### src/rtl/uart_rb_pkg.sv
// Shared types and constants for the UART ring buffer block.
// No dependencies; imported by the core and its checker.
package uart_rb_pkg;

  localparam int DefTxDepth = 32;
  localparam int DefRxDepth = 32;

  localparam int ByteW  = 8;
  localparam int CountW = 5;
  localparam int ErrW   = 5;

  localparam logic [ByteW-1:0] CH_CR = 8'h0D;
  localparam logic [ByteW-1:0] CH_NL = 8'h0A;

  // Error word bit positions
  localparam int ErrOverflowBit = 3;
  localparam int ErrNoDataBit   = 4;

  typedef enum logic [2:0] {
    OP_LINE_RX  = 3'd0,
    OP_TX_READY = 3'd1,
    OP_WRITE    = 3'd2,
    OP_READ     = 3'd3,
    OP_DISCARD  = 3'd4
  } op_e;

  typedef enum logic [0:0] {
    CFG_TX_NL_TO_CR = 1'b0,
    CFG_RX_CR_TO_NL = 1'b1
  } cfg_idx_e;

endpackage

### src/rtl/uart_tx_rx_ring_buffers_core.sv
// Top level of the UART transmit/receive ring buffer block.
// Each item passes through the input register and then the result register.
// One item per cycle unless the output stalls; an item updates at most one ring's pointers.
// The ring memories are single-write, single-read arrays with a registered read port.
// Reset: asynchronous active low; clears pointers, error word, ready enable and config.
// Ring contents are not cleared; only written slots are ever read.
module uart_tx_rx_ring_buffers_core #(
  parameter int TX_DEPTH = uart_rb_pkg::DefTxDepth,
  parameter int RX_DEPTH = uart_rb_pkg::DefRxDepth
) (
  input  logic                            clk_i,
  input  logic                            rst_ni,
  // input channel
  input  logic                            in_valid_i,
  output logic                            in_stall_o,
  input  logic [2:0]                      opcode_i,
  input  logic [uart_rb_pkg::ByteW-1:0]   byte_in_i,
  input  logic                            frame_error_i,
  input  logic                            line_overrun_i,
  input  logic                            parity_error_i,
  // configuration write port
  input  logic                            cfg_we_i,
  input  logic [0:0]                      cfg_index_i,
  input  logic [0:0]                      cfg_data_i,
  // result channel
  output logic                            out_valid_o,
  input  logic                            out_stall_i,
  output logic [uart_rb_pkg::ByteW-1:0]   byte_out_o,
  output logic                            byte_valid_o,
  output logic                            write_accepted_o,
  output logic [uart_rb_pkg::CountW-1:0]  rx_available_o,
  output logic                            tx_all_free_o,
  output logic                            ready_irq_enable_o,
  output logic [uart_rb_pkg::ErrW-1:0]    error_word_o
);
  import uart_rb_pkg::*;

  localparam int TxPw = $clog2(TX_DEPTH);
  localparam int RxPw = $clog2(RX_DEPTH);

  // Configuration registers
  logic cfg_nl_to_cr_q, cfg_cr_to_nl_q;

  always_ff @(posedge clk_i or negedge rst_ni) begin
    if (!rst_ni) begin
      cfg_nl_to_cr_q <= 1'b0;
      cfg_cr_to_nl_q <= 1'b0;
    end else if (cfg_we_i) begin
      unique case (cfg_idx_e'(cfg_index_i))
        CFG_TX_NL_TO_CR: cfg_nl_to_cr_q <= cfg_data_i[0];
        CFG_RX_CR_TO_NL: cfg_cr_to_nl_q <= cfg_data_i[0];
        default: ;
      endcase
    end
  end

  // Input register stage
  logic             s1_valid_q;
  logic [2:0]       s1_op_q;
  logic [ByteW-1:0] s1_byte_q;
  logic [2:0]       s1_line_q;   // {parity, overrun, frame}
  logic             advance;

  // An item leaves the input register when the result register is free or draining.
  assign advance    = s1_valid_q && (!out_valid_o || !out_stall_i);
  assign in_stall_o = s1_valid_q && !advance;

  always_ff @(posedge clk_i or negedge rst_ni) begin
    if (!rst_ni) begin
      s1_valid_q <= 1'b0;
    end else if (!in_stall_o) begin
      s1_valid_q <= in_valid_i;
    end
  end

  always_ff @(posedge clk_i) begin
    if (in_valid_i && !in_stall_o) begin
      s1_op_q   <= opcode_i;
      s1_byte_q <= byte_in_i;
      s1_line_q <= {parity_error_i, line_overrun_i, frame_error_i};
    end
  end

  // Ring state
  logic [TxPw-1:0] tx_wp_q, tx_wp_d, tx_rp_q, tx_rp_d;
  logic [RxPw-1:0] rx_wp_q, rx_wp_d, rx_rp_q, rx_rp_d;
  logic [ErrW-1:0] err_q, err_d;
  logic            rdy_q, rdy_d;

  logic [TxPw-1:0] tx_wnext, tx_rnext;
  logic [RxPw-1:0] rx_wnext, rx_rnext;

  // Advance a pointer with wrap at the ring depth
  assign tx_wnext = (tx_wp_q == TxPw'(TX_DEPTH - 1)) ? '0 : tx_wp_q + 1'b1;
  assign tx_rnext = (tx_rp_q == TxPw'(TX_DEPTH - 1)) ? '0 : tx_rp_q + 1'b1;
  assign rx_wnext = (rx_wp_q == RxPw'(RX_DEPTH - 1)) ? '0 : rx_wp_q + 1'b1;
  assign rx_rnext = (rx_rp_q == RxPw'(RX_DEPTH - 1)) ? '0 : rx_rp_q + 1'b1;

  logic             tx_we, rx_we, pop_tx, pop_rx, accepted;
  logic [ByteW-1:0] tx_wdata;

  always_comb begin
    tx_wp_d  = tx_wp_q;
    tx_rp_d  = tx_rp_q;
    rx_wp_d  = rx_wp_q;
    rx_rp_d  = rx_rp_q;
    err_d    = err_q;
    rdy_d    = rdy_q;
    tx_we    = 1'b0;
    rx_we    = 1'b0;
    pop_tx   = 1'b0;
    pop_rx   = 1'b0;
    accepted = 1'b0;
    // Store a written newline as a carriage return when enabled
    tx_wdata = (cfg_nl_to_cr_q && s1_byte_q == CH_NL) ? CH_CR : s1_byte_q;
    unique case (s1_op_q)
      OP_LINE_RX: begin
        // Replace the error word with this byte's line status; flag a full ring
        err_d = {1'b0, (rx_wnext == rx_rp_q), s1_line_q};
        if (rx_wnext != rx_rp_q) begin
          rx_wp_d = rx_wnext;
          rx_we   = 1'b1;
        end
      end
      OP_TX_READY: begin
        if (tx_wp_q != tx_rp_q) begin
          tx_rp_d = tx_rnext;
          pop_tx  = 1'b1;
        end else begin
          rdy_d = 1'b0;
        end
      end
      OP_WRITE: begin
        if (tx_wnext != tx_rp_q) begin
          tx_wp_d  = tx_wnext;
          tx_we    = 1'b1;
          rdy_d    = 1'b1;
          accepted = 1'b1;
        end
      end
      OP_READ: begin
        if (rx_wp_q == rx_rp_q) begin
          err_d[ErrNoDataBit] = 1'b1;
        end else begin
          rx_rp_d = rx_rnext;
          pop_rx  = 1'b1;
        end
      end
      OP_DISCARD: begin
        tx_wp_d = tx_rp_q;
      end
      default: ;
    endcase
  end

  always_ff @(posedge clk_i or negedge rst_ni) begin
    if (!rst_ni) begin
      tx_wp_q <= '0;
      tx_rp_q <= '0;
      rx_wp_q <= '0;
      rx_rp_q <= '0;
      err_q   <= '0;
      rdy_q   <= 1'b0;
    end else if (advance) begin
      tx_wp_q <= tx_wp_d;
      tx_rp_q <= tx_rp_d;
      rx_wp_q <= rx_wp_d;
      rx_rp_q <= rx_rp_d;
      err_q   <= err_d;
      rdy_q   <= rdy_d;
    end
  end

  // Ring memories, registered read
  logic [ByteW-1:0] tx_mem [TX_DEPTH];
  logic [ByteW-1:0] rx_mem [RX_DEPTH];
  logic [ByteW-1:0] rd_q;

  always_ff @(posedge clk_i) begin
    if (advance && tx_we) begin
      tx_mem[tx_wnext] <= tx_wdata;
    end
    if (advance && rx_we) begin
      rx_mem[rx_wnext] <= s1_byte_q;
    end
  end

  always_ff @(posedge clk_i) begin
    if (advance && pop_tx) begin
      rd_q <= tx_mem[tx_rnext];
    end else if (advance && pop_rx) begin
      rd_q <= rx_mem[rx_rnext];
    end
  end

  // Receive fill level from the updated pointers
  logic [RxPw:0] rx_cnt;

  always_comb begin
    if (rx_wp_d >= rx_rp_d) begin
      rx_cnt = {1'b0, rx_wp_d} - {1'b0, rx_rp_d};
    end else begin
      rx_cnt = {1'b0, rx_wp_d} + (RxPw + 1)'(RX_DEPTH) - {1'b0, rx_rp_d};
    end
  end

  // Result register
  logic              out_valid_q, bvalid_q, acc_q, txfree_q, rdyo_q, cr2nl_q;
  logic [CountW-1:0] avail_q;
  logic [ErrW-1:0]   erro_q;

  always_ff @(posedge clk_i or negedge rst_ni) begin
    if (!rst_ni) begin
      out_valid_q <= 1'b0;
    end else if (advance) begin
      out_valid_q <= 1'b1;
    end else if (!out_stall_i) begin
      out_valid_q <= 1'b0;
    end
  end

  always_ff @(posedge clk_i) begin
    if (advance) begin
      bvalid_q <= pop_tx || pop_rx;
      acc_q    <= accepted;
      avail_q  <= CountW'(rx_cnt);
      txfree_q <= (tx_wp_d == tx_rp_d);
      rdyo_q   <= rdy_d;
      erro_q   <= err_d;
      // Return a read carriage return as newline when enabled
      cr2nl_q  <= pop_rx && cfg_cr_to_nl_q;
    end
  end

  assign out_valid_o        = out_valid_q;
  assign byte_valid_o       = bvalid_q;
  assign byte_out_o         = !bvalid_q ? '0 : ((cr2nl_q && rd_q == CH_CR) ? CH_NL : rd_q);
  assign write_accepted_o   = acc_q;
  assign rx_available_o     = avail_q;
  assign tx_all_free_o      = txfree_q;
  assign ready_irq_enable_o = rdyo_q;
  assign error_word_o       = erro_q;

endmodule

### config.mk
export PLATFORM = sky130hd
export DESIGN_NAME = uart_tx_rx_ring_buffers_core
export DESIGN_NICKNAME = d
export VERILOG_FILES = /design/src/rtl/uart_rb_pkg.sv /design/src/rtl/uart_tx_rx_ring_buffers_core.sv
export SDC_FILE = /design/constraint.sdc
export NUM_CORES = 1
export LEC_CHECK = 0
export BUFFER_PORTS_ARGS = -buffer_cell sky130_fd_sc_hd__buf_2
export CAP_MARGIN = 20
export CORE_ASPECT_RATIO = 0.6
export CORE_MARGIN = 3
export CORE_UTILIZATION = 32
export CTS_CLUSTER_SIZE = 12
export DETAILED_ROUTE_END_ITERATION = 6
export GPL_ROUTABILITY_DRIVEN = 1
export HOLD_SLACK_MARGIN = 0.03
export PLACE_DENSITY_LB_ADDON = 0.2
export SLEW_MARGIN = 15
export SYNTH_ARGS = -nofsm -noshare
export SYNTH_HDL_FRONTEND = slang
export SYNTH_SLANG_ARGS = --single-unit
### constraint.sdc
create_clock -name clk_i -period 5.95 [get_ports clk_i]
set_clock_uncertainty 0.1 [all_clocks]
set_input_delay 1.19 -clock clk_i [delete_from_list [all_inputs] [get_ports clk_i]]
set_output_delay 1.19 -clock clk_i [all_outputs]
set_load 0.02 [all_outputs]
==> results.ini, run 1 <==
[drt]
avgViaCountPerCell = 5.11
first_iter_violations = 1294
drt_wl_total_um = 59700
ant_nets = 0
vias = 11834
post_drt_wl_per_cell_um = 25.8
firstDrtPassIters = 7
drc_errors = 0

[cells_and_area]
drive_above_1_share_pct = 23.4
layoutNonFillerInstCount = 2318
fin_nets = 1343
fin_area_um2 = 27000
num-fill-cells = 6688
diodes = 0
syn_to_final_growth_pct = 12.6

[pwr]
p_leak_nw = 8.93
powerDensity_nw_per_um2 = 437
power_w = 0.0118
peakVddDrop_mv = 0.275

[timing]
hold_viol = 0
grt_setup_unrepaired = false
whs_ns = 0.405
layout_min_cycle_time_ns = 4.53
setup_viol = 0
slew_headroom_pct = 26.2
worstMarginPinSlew_ns = 1.11
period_share_pct = 76.2
slew_viol_final = 0
fmax_ghz = 0.221
finalSetupTns_ns = 0

[die]
coreArea_um2 = 72900
dieArea_um2 = 78200
io-pin-count = 45
dieHeight_um = 218
std_cell_rows = 76
die_width_um = 359
start_util_pct = 32.8

[yosys]
syn-cell-area_um2 = 23900
synth_cell_type_count = 58
postSynthAreaPerCell_um2 = 19.3
synth_ff_type = edfxtp_1
synth-warning-count = 0
ys_ff_latch = 579
netlist.area_leader.share_pct = 68.9
netlist_top_cells_area = edfxtp_1 (69%), mux4_2 (12%), mux2i_1 (4.6%), dfrtp_1 (3.1%), nor2_1 (1.3%)
synth_nets = 1276
synthArstFlopShare_pct = 5.18
synth_edf_count = 549
yosysTopAreaCell = edfxtp_1
syn_inst = 1239
ys_seq_area_share_pct = 72.0

[clock_network]
cts_buffers = 57
hold_buffers = 0
cts_resized = 0
cts-root-buf = clkbuf_16
path_clk_slew_ns = 0.06
postCtsSetupRepairBufs = 0
cts.path.max_buffers = 3
cts_tree = yes
cts_sinks = 579
htreeDepth = 2
clk_latency_ns = 0.61

[setup_path]
slowest_delay_ns = 0.88
worst_ep_arrival_time_ns = 4.64
critPathKind = flip-flop to flip-flop
worstPathCellList = ha_1 > and3_1 > ha_1 > nor2_1 > mux2_2 > xnor2_2 > and4_1 > nor2_1 > nand2_1 > nor2_1
cp_top_family = simple AND/OR/NAND/NOR gates
worst-path-buf-inv = 0
crit_fanout = 11
cp.required_ns = 6.06
critPathMostFrequentCell = nor2_1
startpoint_type = flip-flop
crit_path_top_delay_cell = nor2_1
cp-end-kind = flip-flop

[global_routing]
grt_pass1_wl_um = 87400
grt_max_degree = 87
globalRouteTotalUtil_pct = 15.4
overflow = 0
antenna_found_initial = 4
grt_pass1_vias = 11741

[place]
gp_congestion = 0.781
post_dp_cell_area_um2 = 25300
dp_hpwl_um = 39700
place_inst = 2220
io_buffers = 44

[worst_hold_path]
hold_path_class = flip-flop to flip-flop

[status]
status = completed

[run]
cap_violations = 0

-- metal layers --
layer	track usage (%)	wire length, µm
met4	2.37	668
met3	5.16	5720
met5	0	0
met2	17.8	21200
met1	26.6	32200
-- power by group --
group	switching (W)	leakage (nW)	internal, W	total, W
logic	0.00206	2.78	0.00156	0.00362
clock network	0.00151	0.804	0.00186	0.00337
registers	0.000145	5.34	0.00464	0.00478
total	0.00372	8.93	0.00806	0.0118
-- path summary, 6_finish.rpt --
path,slack (ns),cells past startpoint,to,from
max,1.42,10,rx_mem[19][2],rx_wp_q[1]
min in group asynchronous,0.56,1,tx_wp_q[1],rst_ni
max reg2reg,1.42,10,rx_mem[19][2],rx_wp_q[1]
min reg2reg,0.40,1,out_valid_o,s1_valid_q
min,0.40,1,out_valid_o,s1_valid_q
max in group asynchronous,4.68,1,rx_rp_q[4],rst_ni
-- cell type report --
type	count	area (µm²)	share of cell area, %
Multi-Input combinational cell	579	6310	23.4
Timing Repair Buffer	72	459	1.70
Sequential cell	579	17200	63.9
Tap cell	975	1220	4.53
Clock inverter	7	41.3	0.153
Inverter	17	63.8	0.237
Clock buffer	89	1630	6.04
-- synth_stat cells (7+ instances only) --
| master | instances |
|---|---|
| a21oi_1 | 19 |
| and2_1 | 10 |
| and3_1 | 7 |
| buf_2 | 20 |
| buf_6 | 8 |
| clkbuf_1 | 26 |
| dfrtp_1 | 30 |
| edfxtp_1 | 549 |
| ha_1 | 16 |
| inv_1 | 17 |
| mux2_2 | 24 |
| mux2i_1 | 109 |
| mux4_2 | 132 |
| nand2_1 | 35 |
| nand3_1 | 14 |
| nor2_1 | 84 |
| nor2b_1 | 10 |
| o21ai_0 | 11 |
| xnor2_1 | 17 |
| xor2_1 | 16 |
-- per-stage QoR --
stage                     utilization [%]  setup WS (ns)
after floorplan                         -           2.17
after global placement               34.6           1.50
after detailed placement             34.6           1.46
after CTS                            36.9           1.42
after global routing                 37.0           1.12
final                                37.0           1.42
-- cell families (layout without fill, tap and decap cells) --
kind of cell / after synthesis / in the layout / synth area share (%)
AO/OA/AOI/OAI: 59 / 59 / 1.73
XOR/XNOR: 35 / 35 / 1.34
adder cells (fa/ha/maj): 16 / 16 / 0.837
buffers and inverters: 81 / 185 / 1.70
flip-flops: 579 / 579 / 72.0
multiplexers: 265 / 265 / 18.1
AND/OR/NAND/NOR: 204 / 204 / 4.25
-- registers in the layout (all words and copies together), names as in the netlist, 8 cells and up --
register and cells:
rx_mem 256, tx_mem 256, rd_q 8, s1_byte_q 8
-- cells in the final DEF (no fill, tap or decap), drive strengths merged, types with 4 or more instances in the layout --
| master | instances |
|---|---|
| a22o | 4 |
| xnor2 | 19 |
| and2 | 10 |
| ha | 16 |
| inv | 18 |
| xor2 | 16 |
| clkinv | 5 |
| mux2 | 24 |
| nand2 | 35 |
| clkbuf | 89 |
| edfxtp | 549 |
| nor2 | 90 |
| mux2i | 109 |
| nand2b | 6 |
| buf | 72 |
| and3 | 7 |
| nor3 | 7 |
| dfrtp | 30 |
| nand3 | 14 |
| or3 | 5 |
| mux4 | 132 |
| nor2b | 11 |
| a211oi | 5 |
| a21oi | 19 |
| o21ai | 12 |
No activity file was read; power rests on OpenSTA's default activity.
==> inputs of run 2 (changes only) <==
Clock period 5.95 ns to 3.7 ns, I/O delays scaled along.
==> results.ini, run 2 (synthesis results as in run 1) <==
[setup_path]
cp.required_ns = 3.94  ; was 6.06 ns
crit_path_top_delay_cell = or3_1  ; was nor2_1
worst_ep_arrival_time_ns = 3.80  ; was 4.64 ns
cp-end-kind = flip-flop  ; unchanged
startpoint_type = flip-flop  ; unchanged
critPathMostFrequentCell = mux2_2  ; was nor2_1
critPathKind = flip-flop to flip-flop  ; unchanged
r2r_slack_ns = 0.14  ; was 1.42 ns
worstPathCellList = ha_2 > and3_4 > ha_4 > nor2b_1 > mux2_2 > xnor2_2 > a41oi_4 > mux2_2 > ha_1 > or3_1 > a2111oi_2 > nor3_1 > xnor2_1  ; was ha_1 > and3_1 > ha_1 > nor2_1 > mux2_2 > xnor2_2 > and4_1 > nor2_1 > nand2_1 > nor2_1
slowest_delay_ns = 0.40  ; was 0.88 ns
crit_fanout = 5  ; was 11

[cells_and_area]
num-fill-cells = 6593  ; was 6688
fin_area_um2 = 28100  ; was 27000 µm²
syn_to_final_growth_pct = 17.2  ; was 12.6%
drive_above_1_share_pct = 30.3  ; was 23.4%
multiInputGateArea_um2 = 6350  ; was 6310 µm²
fin_nets = 1464  ; was 1343
seqCellArea_um2 = 17200  ; unchanged
diodes = 0  ; unchanged
final_common_cell = edfxtp_1  ; unchanged
layoutNonFillerInstCount = 2438  ; was 2318
utilization_pct = 38.5  ; was 37.0%
top_regs = rx_mem: 256 flops, tx_mem: 256 flops  ; unchanged
final_cell_mix = edfxtp_1 (549), buf_4 (137), mux4_2 (132), mux2i_1 (109), nor2_1 (83)  ; was edfxtp_1 (549), mux4_2 (132), mux2i_1 (109), nor2_1 (84), clkbuf_16 (59)

[timing]
worstMarginPinSlew_ns = 0.921  ; was 1.11 ns
period_share_pct = 96.3  ; was 76.2%
layout_min_cycle_time_ns = 3.56  ; was 4.53 ns
slew_viol_final = 0  ; unchanged
whs_ns = 0.114  ; was 0.405 ns
setup_viol = 0  ; unchanged
worst_slack_ns = 0.137  ; was 1.42 ns
slew_headroom_pct = 38.6  ; was 26.2%
fmax_ghz = 0.281  ; was 0.221 GHz
hold_viol = 0  ; unchanged

[place]
place_inst = 2336  ; was 2220
dp_slack_ns = -0.0330  ; was 1.46 ns
io_buffers = 44  ; unchanged
dp_hpwl_um = 40900  ; was 39700 µm
post_dp_cell_area_um2 = 26200  ; was 25300 µm²
gp_congestion = 0.806  ; was 0.781

[global_routing]
grt_max_degree = 65  ; was 87
overflow = 0  ; unchanged
grt_pass1_vias = 12188  ; was 11741
antenna_found_initial = 6  ; was 4
globalRouteTotalUtil_pct = 15.8  ; was 15.4%
grt_pass1_wl_um = 89500  ; was 87400 µm

[pwr]
peakVddDrop_mv = 0.377  ; was 0.275 mV
p_leak_nw = 9.61  ; was 8.93 nW
powerDensity_nw_per_um2 = 699  ; was 437 nW/µm²

[die]
dieHeight_um = 218  ; unchanged
io-pin-count = 45  ; unchanged
die_width_um = 359  ; unchanged
dieArea_um2 = 78200  ; unchanged
std_cell_rows = 76  ; unchanged
start_util_pct = 32.8  ; unchanged
coreArea_um2 = 72900  ; unchanged

[clock_network]
clk_latency_ns = 0.60  ; was 0.61 ns
cts_sinks = 579  ; unchanged
hold_buffers = 0  ; unchanged
cts_buffers = 57  ; unchanged
cts.path.max_buffers = 3  ; unchanged
cts_tree = yes  ; unchanged
path_clk_slew_ns = 0.06  ; about the same
cts-root-buf = clkbuf_16  ; unchanged
htreeDepth = 2  ; unchanged

[drt]
avgViaCountPerCell = 5.04  ; was 5.11
first_iter_violations = 1336  ; was 1294
firstDrtPassIters = 5  ; was 7
vias = 12289  ; was 11834
ant_nets = 0  ; unchanged
post_drt_wl_per_cell_um = 25.2  ; was 25.8 µm
drc_errors = 0  ; unchanged
drt_wl_total_um = 61500  ; was 59700 µm

[status]
status = completed  ; unchanged

[worst_hold_path]
hold_path_class = input port to async pin  ; was flip-flop to flip-flop

[run]
cap_violations = 0  ; unchanged

==> run 2: repair_timing <==
action | 4_1_cts | 5_1_grt
gates cloned | 0 | 1
pin swaps | 0 | 7
setup buffers | 0 | 6
endpoints found under the setup margin | 18 | 265
resized for setup | 2 | 9
==> run 2: final timing paths <==
path | from | end | cells after the start
worst max register to register | rx_wp_q[1] | rx_available_o[4] | 13
worst min-delay path | rst_ni | err_q[3] | 1
max in group asynchronous | rst_ni | tx_rp_q[1] | 1
worst max-delay path | rx_wp_q[1] | rx_available_o[4] | 13
worst min register to register | s1_valid_q | out_valid_o | 1
min in group clk_i | byte_in_i[2] | s1_byte_q[2] | 1
==> run 2: metrics by stage <==
step | total power [W] | TNS [ns]
floorplan | 0.0118 | 0
global placement | 0.0141 | 0
detailed placement | 0.0141 | -0.0330
CTS | 0.0197 | 0
global route | 0.0206 | -0.0334
finish | 0.0196 | 0
==> run 2: critical path: cells and delay by family, from the launching register on <==
family	cells	cell delay, ns
and+or+nand+nor	4	0.73
muxes	2	0.66
adders and majority gates	3	0.59
AOI/OAI and AO/OA	2	0.52
DFF	1	0.37
xor gates and xnor gates	2	0.32
==> run 2: per-layer routing <==
metal	GRT usage (%)	vias to the layer above	share of wire, %
met5	0	-	0
met4	2.48	0	1.3
met3	5.31	62	9.6
met2	18.1	439	35
met1	27.3	6444	54
li1	-	5344	-
==> run 2: report_power, final <==
part | switching [W] | internal, W
Sequential | 0.000147 | 0.00746
Clock | 0.00239 | 0.00309
Combinational | 0.00358 | 0.00296
==> run 2: final cells by class <==
class	instances	share of cell area [%]
clock inverters	12	0.379
multi-input cells	579	22.6
flip-flops and latches	579	61.4
inverters	17	0.227
well taps	975	4.35
repair buffers	193	5.29
clock buffers	83	5.69
==> inputs of run 3 (changes only) <==
Settings changed: CTS_BUF_LIST set to sky130_fd_sc_hd__clkbuf_4.
==> results.ini, run 3 (synthesis results as in run 1) <==
[pwr]
powerDensity_nw_per_um2 = 688  ; was 699 nW/µm²
combPwrFrac_pct = 33.4  ; was 33.3%
p_sw_w = 0.00632  ; was 0.00612 W
seq_power_share_pct = 39.0  ; was 38.8%
power_w = 0.0195  ; was 0.0196 W
internal_power_w = 0.0132  ; was 0.0135 W
p_sw_share_pct = 32.4  ; was 31.2%
p_leak_nw = 9.93  ; was 9.61 nW
peakVddDrop_mv = 0.321  ; was 0.377 mV
clkPwrFrac_pct = 27.6  ; was 28.0%

[setup_path]
r2r-start = rx_rp_q[0]  ; was rx_wp_q[1]
worstPathCellList = ha_1 > and3_1 > ha_1 > nor2_4 > buf_12 > mux4_2 > mux4_2 > mux2i_1 > mux2i_1  ; was ha_2 > and3_4 > ha_4 > nor2b_1 > mux2_2 > xnor2_2 > a41oi_4 > mux2_2 > ha_1 > or3_1 > a2111oi_2 > nor3_1 > xnor2_1
r2r_slack_ns = 0.10  ; was 0.14 ns
worst_ep_arrival_time_ns = 4.05  ; was 3.80 ns
critPathKind = flip-flop to flip-flop  ; unchanged
crit_path_top_delay_cell = mux4_2  ; was or3_1
crit_fanout = 27  ; was 5
cp.required_ns = 4.16  ; was 3.94 ns
rr_endpoint = rd_q[7]  ; was rx_available_o[4]
cp-end-kind = flip-flop  ; unchanged
ff2ff_path_depth = 9  ; was 13
slowest_delay_ns = 0.62  ; was 0.40 ns
startpoint_type = flip-flop  ; unchanged

[clock_network]
cts_sinks = 579  ; unchanged
cts_tree = yes  ; unchanged
clk_latency_ns = 0.88  ; was 0.60 ns
cts.path.max_buffers = 3  ; unchanged
cts-root-buf = clkbuf_4  ; was clkbuf_16
htreeDepth = 4  ; was 2
path_clk_slew_ns = 0.07  ; was 0.06 ns
cts_buffers = 144  ; was 57

[drt]
avgViaCountPerCell = 4.93  ; was 5.04
post_drt_wl_per_cell_um = 23.9  ; was 25.2 µm
first_iter_violations = 1440  ; was 1336
vias = 12887  ; was 12289
ant_nets = 0  ; unchanged
drt_wl_total_um = 62600  ; was 61500 µm
firstDrtPassIters = 5  ; unchanged
drc_errors = 0  ; unchanged

[place]
post_dp_cell_area_um2 = 26200  ; unchanged
dp_hpwl_um = 40900  ; unchanged
gp_congestion = 0.806  ; unchanged
io_buffers = 44  ; unchanged

[cells_and_area]
utilization_pct = 38.9  ; was 38.5%
final_cell_mix = edfxtp_1 (549), clkbuf_4 (206), buf_4 (134), mux4_2 (132), mux2i_1 (109)  ; was edfxtp_1 (549), buf_4 (137), mux4_2 (132), mux2i_1 (109), nor2_1 (83)
seqCellArea_um2 = 17200  ; unchanged
drive_above_1_share_pct = 36.1  ; was 30.3%
num-fill-cells = 6699  ; was 6593
fin_area_um2 = 28300  ; was 28100 µm²
top_regs = rx_mem: 256 flops, tx_mem: 256 flops  ; unchanged
multiInputGateArea_um2 = 6340  ; was 6350 µm²
final_common_cell = edfxtp_1  ; unchanged
syn_to_final_growth_pct = 18.4  ; was 17.2%
fin_nets = 1568  ; was 1464

[global_routing]
grt_max_degree = 65  ; unchanged
grt_pass1_vias = 13011  ; was 12188
overflow = 0  ; unchanged
antenna_found_initial = 7  ; was 6
grt_pass1_wl_um = 91300  ; was 89500 µm
globalRouteTotalUtil_pct = 16.2  ; was 15.8%

[die]
dieHeight_um = 218  ; unchanged
start_util_pct = 32.8  ; unchanged
die_width_um = 359  ; unchanged
std_cell_rows = 76  ; unchanged
coreArea_um2 = 72900  ; unchanged
dieArea_um2 = 78200  ; unchanged
io-pin-count = 45  ; unchanged

[timing]
period_share_pct = 97.2  ; was 96.3%
fmax_ghz = 0.278  ; was 0.281 GHz
hold_viol = 0  ; unchanged
setup_viol = 0  ; unchanged
slew_viol_final = 0  ; unchanged
slew_headroom_pct = 38.8  ; was 38.6%
worstMarginPinSlew_ns = 0.918  ; was 0.921 ns
grt_setup_unrepaired = false
layout_min_cycle_time_ns = 3.60  ; was 3.56 ns

[worst_hold_path]
min_from = cfg_index_i
min_to = cfg_nl_to_cr_q
min_path_cells = 3
hold_path_class = input port to flip-flop  ; was input port to async pin

[status]
status = completed  ; unchanged

[run]
cap_violations = 0  ; unchanged

==> run 3: metrics by stage <==
| stage | TNS [ns] | setup slack [ns] | std cells | hold slack, ns |
|---|---|---|---|---|
| floorplan | 0 | 0.00561 | 1239 | 0.344 |
| global placement | 0 | 0.00228 | 2336 | 0.375 |
| detailed placement | -0.0330 | -0.0330 | 2336 | 0.388 |
| CTS | 0 | 0.00423 | 2606 | 0.0348 |
| global route | 0 | 0.00477 | 2615 | 0.0656 |
| finish | 0 | 0.103 | 2616 | 0.146 |
==> run 3: how the worst max path moves through the flow <==
stage | start | end | slack, ns
4_1_cts | rx_wp_q[1] | rx_mem[8][4] | 0.004
3_3_place_gp | tx_rp_q[0] | rd_q[0] | 0.002
6_report | rx_rp_q[0] | rd_q[7] | 0.10
3_5_place_dp | tx_rp_q[0] | rd_q[0] | -0.03
2_1_floorplan | rx_wp_q[0] | rx_available_o[4] | 0.006
5_1_grt | rx_rp_q[0] | rd_q[7] | 0.005
==> run 3: per-layer routing <==
metal	GRT usage [%]	up-vias	routed length (µm)
met4	3.61	0	521
met2	18.3	498	22300
li1	-	5666	-
met5	0	-	0
met1	27.4	6670	33900
met3	6.48	53	5880
==> run 3: power groups by stage <==
stage               Sequential, W  Clock [W]  Combinational (W)
detailed placement        0.00773          0            0.00640
global route              0.00761    0.00595            0.00698
global placement          0.00773          0            0.00639
floorplan                 0.00777          0            0.00406
finish                    0.00760    0.00538            0.00652
CTS                       0.00759    0.00559            0.00645
==> run 3: worst max-delay path: cells and delay by family (launching register included) <==
| kind | cells | cell delay, ns |
|---|---|---|
| mux | 4 | 1.56 |
| fa+ha+maj | 2 | 0.48 |
| simple gates | 2 | 0.45 |
| flops | 1 | 0.38 |
| buf+inv | 1 | 0.27 |
==> run 3: layout make-up <==
type | count | area share (%)
repair buffers | 210 | 5.87
inverters | 17 | 0.225
diodes | 6 | 0.0530
flip-flops and latches | 579 | 60.8
well taps | 975 | 4.30
clock inverters | 44 | 0.914
multi-input cells | 579 | 22.4
clock buffers | 206 | 5.46
==> run 3: repair_timing <==
item	CTS	global route
pin swaps	0	6
hold buffers	20	0
resized for setup	1	8
buffers inserted	0	3
gates cloned	0	1
setup endpoints to repair	1	264
endpoints found under the hold margin	48	0
